<file path="config.mk">
export PLATFORM = sky130hd
export DESIGN_NAME = lmq_back
export DESIGN_NICKNAME = d
export VERILOG_FILES = /design/src/hdl/latent_median_quantizer_defines.svh /design/src/hdl/lmq_pkg.sv /design/src/hdl/lmq_back.sv
export SDC_FILE = /design/constraint.sdc
export NUM_CORES = 1
export LEC_CHECK = 0
export ABC_AREA = 1
export ABC_CLOCK_PERIOD_IN_PS = 19070
export BUFFER_PORTS_ARGS = -buffer_cell sky130_fd_sc_hd__buf_2
export CORE_ASPECT_RATIO = 0.5
export CORE_UTILIZATION = 58
export CTS_CLUSTER_DIAMETER = 50
export DETAILED_ROUTE_END_ITERATION = 16
export MAX_ROUTING_LAYER = met4
export PLACE_DENSITY = 0.84
export SLEW_MARGIN = 40
export SYNTH_ARGS = -nofsm -noshare
export SYNTH_HDL_FRONTEND = slang
export SYNTH_SLANG_ARGS = --single-unit
export TNS_END_PERCENT = 1
</file>
<file path="constraint.sdc">
create_clock -name clk -period 19.07 [get_ports clk]
set_input_delay 2.8605 -clock clk [delete_from_list [all_inputs] [get_ports clk]]
set_output_delay 2.8605 -clock clk [all_outputs]
set_load 0.1 [all_outputs]
</file>
<file path="src/hdl/latent_median_quantizer_defines.svh">
// assertion macros for the latent median quantizer
`ifndef LATENT_MEDIAN_QUANTIZER_DEFINES_SVH
`define LATENT_MEDIAN_QUANTIZER_DEFINES_SVH
`ifndef SYNTHESIS
`define LMQ_ASSERT(label, clk, rst, prop, msg) \
  label: assert property (@(posedge clk) disable iff (rst) prop) else $error(msg);
`define LMQ_ASSERT_ALWAYS(label, clk, prop, msg) \
  label: assert property (@(posedge clk) prop) else $error(msg);
`else
`define LMQ_ASSERT(label, clk, rst, prop, msg)
`define LMQ_ASSERT_ALWAYS(label, clk, prop, msg)
`endif
`endif

</file>
<file path="src/hdl/lmq_pkg.sv">
// ----------------------------------------------------------------------------
// lmq_pkg
// shared types and constants of the latent median quantizer
// ----------------------------------------------------------------------------
package lmq_pkg;
  localparam logic OP_LOAD     = 1'b0;
  localparam logic OP_QUANTIZE = 1'b1;
  localparam int   STEP_W      = 24;
  localparam int   DIFF_W      = 33;
  localparam logic [STEP_W-1:0] STEP_RESET = 24'd65536;
  localparam logic [0:0] REG_STEP = 1'b0;

  // work handed from front to back
  typedef struct packed {
    logic signed [DIFF_W-1:0] diff;
    logic                     first;
  } job_t;

  // one result beat
  typedef struct packed {
    logic signed [31:0] symbol;
    logic               saturated;
    logic signed [31:0] running_min;
    logic signed [31:0] running_max;
    logic               fits_int16;
  } result_t;
endpackage

</file>
<file path="src/hdl/lmq_back.sv">
// ----------------------------------------------------------------------------
// lmq_back
// restoring divider with half even rounding, saturation and min max tracking
// ----------------------------------------------------------------------------
module lmq_back (
  input  logic                          clk,
  input  logic                          rst,
  input  logic [lmq_pkg::STEP_W-1:0]    step_cfg,
  input  logic                          job_valid,
  input  lmq_pkg::job_t                 job,
  output logic                          job_take,
  output logic                          empty,
  input  logic                          pop,
  output lmq_pkg::result_t              result
);
  localparam int DW = lmq_pkg::DIFF_W;
  localparam int SW = lmq_pkg::STEP_W;
  localparam logic [1:0] S_IDLE = 2'd0;
  localparam logic [1:0] S_DIV  = 2'd1;
  localparam logic [1:0] S_FIN  = 2'd2;

  logic [1:0]    state;
  logic [5:0]    count;
  logic [DW-1:0] mag;
  logic [DW-1:0] quo;
  logic [SW:0]   rem;
  logic [SW-1:0] step;
  logic          neg, first;
  logic          out_valid;

  logic signed [31:0] min_so_far, max_so_far;

  logic [SW+1:0] trial;
  logic [SW:0]   rem_shift;
  logic          rnz;
  logic [SW+1:0] twice_r;
  logic          up;
  logic [DW:0]   qmag;
  logic signed [DW+1:0] q;
  logic signed [31:0]   sym;
  logic                 sat;
  logic signed [31:0]   nmin, nmax;

  // one quotient bit per cycle
  assign rem_shift = {rem[SW-1:0], mag[DW-1]};
  assign trial     = {1'b0, rem_shift} - {2'b0, step};

  // magnitude division gives trunc; floor and round from remainder
  always_comb begin
    rnz     = rem != '0;
    // floor remainder for negatives is step - rem
    twice_r = (neg && rnz) ? {({1'b0, step} - rem), 1'b0} : {rem, 1'b0};
    qmag    = {1'b0, quo};
    if (neg) begin
      // floor = -(quo + rnz)
      q = -$signed({1'b0, qmag + {{DW{1'b0}}, rnz}});
    end else begin
      q = $signed({1'b0, qmag});
    end
    up = (twice_r > {1'b0, step}) || ((twice_r == {1'b0, step}) && q[0]);
    q  = q + (DW+2)'(up);
    sat = 1'b0;
    if (q > (DW+2)'(64'sd2147483647)) begin
      sym = 32'sh7fffffff; sat = 1'b1;
    end else if (q < -(DW+2)'(64'sd2147483648)) begin
      sym = 32'sh80000000; sat = 1'b1;
    end else begin
      sym = q[31:0];
    end
    nmin = (first || sym < min_so_far) ? sym : min_so_far;
    nmax = (first || sym > max_so_far) ? sym : max_so_far;
  end

  assign job_take = (state == S_IDLE) && job_valid;
  assign empty    = !out_valid;

  // sequencer
  always_ff @(posedge clk) begin
    if (rst) begin
      state <= S_IDLE; out_valid <= 1'b0;
      min_so_far <= 32'sh7fffffff; max_so_far <= 32'sh80000000;
    end else begin
      // result register: filled at rounding, emptied by pop
      if (state == S_FIN && (!out_valid || pop)) out_valid <= 1'b1;
      else if (pop && out_valid) out_valid <= 1'b0;
      unique case (state)
        S_IDLE: if (job_valid) begin
          neg   <= job.diff[DW-1];
          mag   <= job.diff[DW-1] ? DW'(-job.diff) : DW'(job.diff);
          first <= job.first;
          step  <= (step_cfg == '0) ? SW'(1) : step_cfg;
          rem   <= '0;
          quo   <= '0;
          count <= 6'(DW);
          state <= S_DIV;
        end
        S_DIV: begin
          if (trial[SW+1]) rem <= rem_shift;
          else rem <= trial[SW:0];
          quo   <= {quo[DW-2:0], ~trial[SW+1]};
          mag   <= {mag[DW-2:0], 1'b0};
          count <= count - 6'd1;
          if (count == 6'd1) state <= S_FIN;
        end
        S_FIN: if (!out_valid || pop) begin
          result.symbol      <= sym;
          result.saturated   <= sat;
          result.running_min <= nmin;
          result.running_max <= nmax;
          result.fits_int16  <= (nmin >= -32'sd32768) && (nmax <= 32'sd32767);
          min_so_far <= nmin; max_so_far <= nmax;
          state      <= S_IDLE;
        end
        default: state <= S_IDLE;
      endcase
    end
  end
endmodule

</file>
==> run_results.csv <==
group,metric,value,unit
outcome,outcome,"finished clean",
yosys,yosys_warnings,0,
clock_tree,cts_made_buffers,29,
grt,grt_max_degree,94,
cells_and_area,layout_commonest_cell,"nand2_1",
yosys,yosys_register_bits,288,
timing,fin_tns_setup,0,ns
floorplan,fp-row-count,48,
clock_tree,postCtsSetupBuffers,0,
floorplan,die_h,135,µm
yosys,synth.distinct_cells,54,
power_and_ir_drop,ir_worst_vdd,72.6,µV
grt,antenna_found_initial,1,
placement,pre_cts_slack,8.11,ns
yosys,syn_nets,2947,
cells_and_area,seq_area,7980,µm²
critical_path,cpMostUsedCell,"nand2_1",
floorplan,initial_core_util,0.592,
critical_path,cp-end-kind,"flip-flop",
clock_tree,cts-resized-gates,0,
route,drtIter0Drc,1597,
critical_path,slowest_stage,"o21ai_0",
critical_path,cp_max_fo,22,
floorplan,dieArea,36100,µm²
yosys,ys.flop_type,"edfxtp_1",
critical_path,critPathLaunchType,"flip-flop",
yosys,synth_enable_flop_cells,221,
power_and_ir_drop,p_per_area,87.2,nW/µm²
floorplan,coreArea,34600,µm²
critical_path,worst-path-stages,61,
clock_tree,htreeDepth,1,
grt,grt-ovfl-total,0,
critical_path,critical_path_class,"reg2reg",
cells_and_area,syn_to_final_growth,10.7,%
route,wire_per_inst,15.2,µm
route,antenna_left,0,
critical_path,r2r_end,"result[0]",
critical_path,critical_path_buf_inv_count,7,
cells_and_area,drive_gt1_frac,0.0945,
cells_and_area,final_area,22700,µm²
timing,fin_crit_sh,0.589,
yosys,synthCells,2708,
critical_path,endpoint,"result[0]",
critical_path,arrival,11.69,ns
timing,hold_violations,0,
floorplan,io_pins,162,
clock_tree,hold_buffers,0,
timing,setup_viol,0,
critical_path,path_delay_family,"compound AO/OA/AOI/OAI gates",
timing,slew_headroom,0.405,
yosys,synthArstFlopShare,0,
timing,slew_violations,0,
route,vias_per_cell,5.47,
cells_and_area,layout.nets,3056,
clock_tree,insertion_delay,0.60,ns
placement,post-dp-hpwl,37700,µm
route,num_vias,18130,
placement,dpl-instance-area,21700,µm²
timing,finalClockSkew,0.0454,ns
grt,first_global_vias,16655,
power_and_ir_drop,p_total,1980,µW
placement,place_congestion,1.00,
critical_path,critPathLaunch,"rem[2]",
grt,grt_busiest_layer,"met2",
critical_path,critical_path.max_stage_delay,0.73,ns
critical_path,rrSetupSlack,7.84,ns
yosys,yosys.area.top_type_share,0.324,
cells_and_area,mostFrequentLayoutCells,"nand2_1 (676), inv_1 (422), nor2_1 (226)",
grt,grt_util_all_layers,0.285,
grt,met3_usage,0.0425,
timing,setup_ws,7.84,ns
timing,final.min_clock_period,11.23,ns
yosys,yosysSeqAreaShare,0.389,
power_and_ir_drop,p_leak,0.0106,µW
route,drt_first_pass_iters,6,
clock_tree,path_clk_slew,0.07,ns
critical_path,r2r_start,"rem[2]",
worst_hold_path,min_path_type,"reg2reg",
run,maxCapViolations,0,
grt,use_met2,0.461,
critical_path,cp.required,19.53,ns
cells_and_area,fill_cells,2938,
clock_tree,cts_sinks,288,
placement,portBuffers,161,
timing,max_freq,0.0890,GHz
floorplan,die_w,268,µm
clock_tree,cts_tree,"built",
yosys,syn_area,20500,µm²
cells_and_area,multiInputGateArea,10500,µm²
grt,gr-usage-met1,0.375,
yosys,synth_top_area_cell,"edfxtp_1",
route,drc,0,
timing,rsz0062_at_grt,"no",
route,drt-total-wl,50300,µm
grt,grt_pass1_wl,80700,µm
yosys,synth.area.top_cells,"edfxtp_1 (32%), nand2_1 (12%), ha_1 (11%)",
clock_tree,cts-root-buf,"clkbuf_16",
clock_tree,cts_max_path_buffers,3,
timing,worstMarginPinSlew,0.884,ns
yosys,syn-mean-instance-area,7.56,µm²
critical_path,reg2reg_depth,61,
==> report_power, final <==
part | leakage (µW) | switching [µW] | internal, µW
registers | 0.00259 | 20.4 | 734
clock network | 0.000466 | 254 | 335
logic | 0.00759 | 437 | 196
==> registers in the layout, summed over array words and instances, names as in the netlist <==
| signal | cells |
|---|---|
| step | 24 |
| out_valid | 1 |
| result | 98 |
| first | 1 |
| rem | 25 |
| min_so_far | 32 |
| max_so_far | 32 |
| quo | 33 |
| state | 2 |
| mag | 33 |
| neg | 1 |
| count | 6 |
==> routing by layer <==
layer	routed length [µm]	vias up
li1	-	9150
met1	22800	8305
met2	22800	580
met3	3480	95
met4	1260	0
met5	0	-
==> cells by family after synthesis <==
logic type               share of synthesized area
AO/OA/AOI/OAI                                0.126
XOR/XNOR                                    0.0410
adder cells (fa/ha/maj)                      0.109
buffers and inverters                       0.0989
flip-flops                                   0.389
AND/OR/NAND/NOR                              0.236
==> cell usage after synthesis, drive strengths merged (37+ instances only) <==
library cell  instances
nand2               687
nand4                44
clkbuf               82
nor2                241
a21oi               179
ha                  175
dfxtp                67
edfxtp              221
nor3                 37
xor2                 61
nand3               110
o21ai               205
inv                 429
==> tightest hold or removal path, cell delays in order (launching register included) <==
cell and delay (ns):
dfxtp_1 0.33, a21oi_1 0.06, o21ai_0 0.06
==> area by class of cell <==
cell class                 count  area share
multi-input combinational   1890       0.465
tap                          475      0.0262
antenna                        1    0.000110
sequential                   288       0.352
clock buffer                  33      0.0327
inverter                     432      0.0716
clock inverter                17     0.00955
timing repair buffer         176      0.0433
==> stage by stage <==
step           utilization  hold WS, ns  std cells
6_report             0.655        0.474       3312
5_1_grt              0.655        0.499       3312
4_1_cts              0.654        0.476       3310
3_5_place_dp         0.626        0.461       3260
3_3_place_gp         0.624        0.451       3257
2_1_floorplan            -        0.443       2708
==> how the worst min path moves through the flow <==
| stage | from | end | cells past startpoint |
|---|---|---|---|
| final | min_so_far[26] | min_so_far[26] | 2 |
| after detailed placement | min_so_far[26] | min_so_far[26] | 2 |
| after floorplan | min_so_far[15] | min_so_far[15] | 2 |
| after CTS | min_so_far[26] | min_so_far[26] | 2 |
| after global placement | min_so_far[19] | min_so_far[19] | 2 |
| after global routing | min_so_far[24] | min_so_far[24] | 2 |
Power figures use the tool's default switching activity.
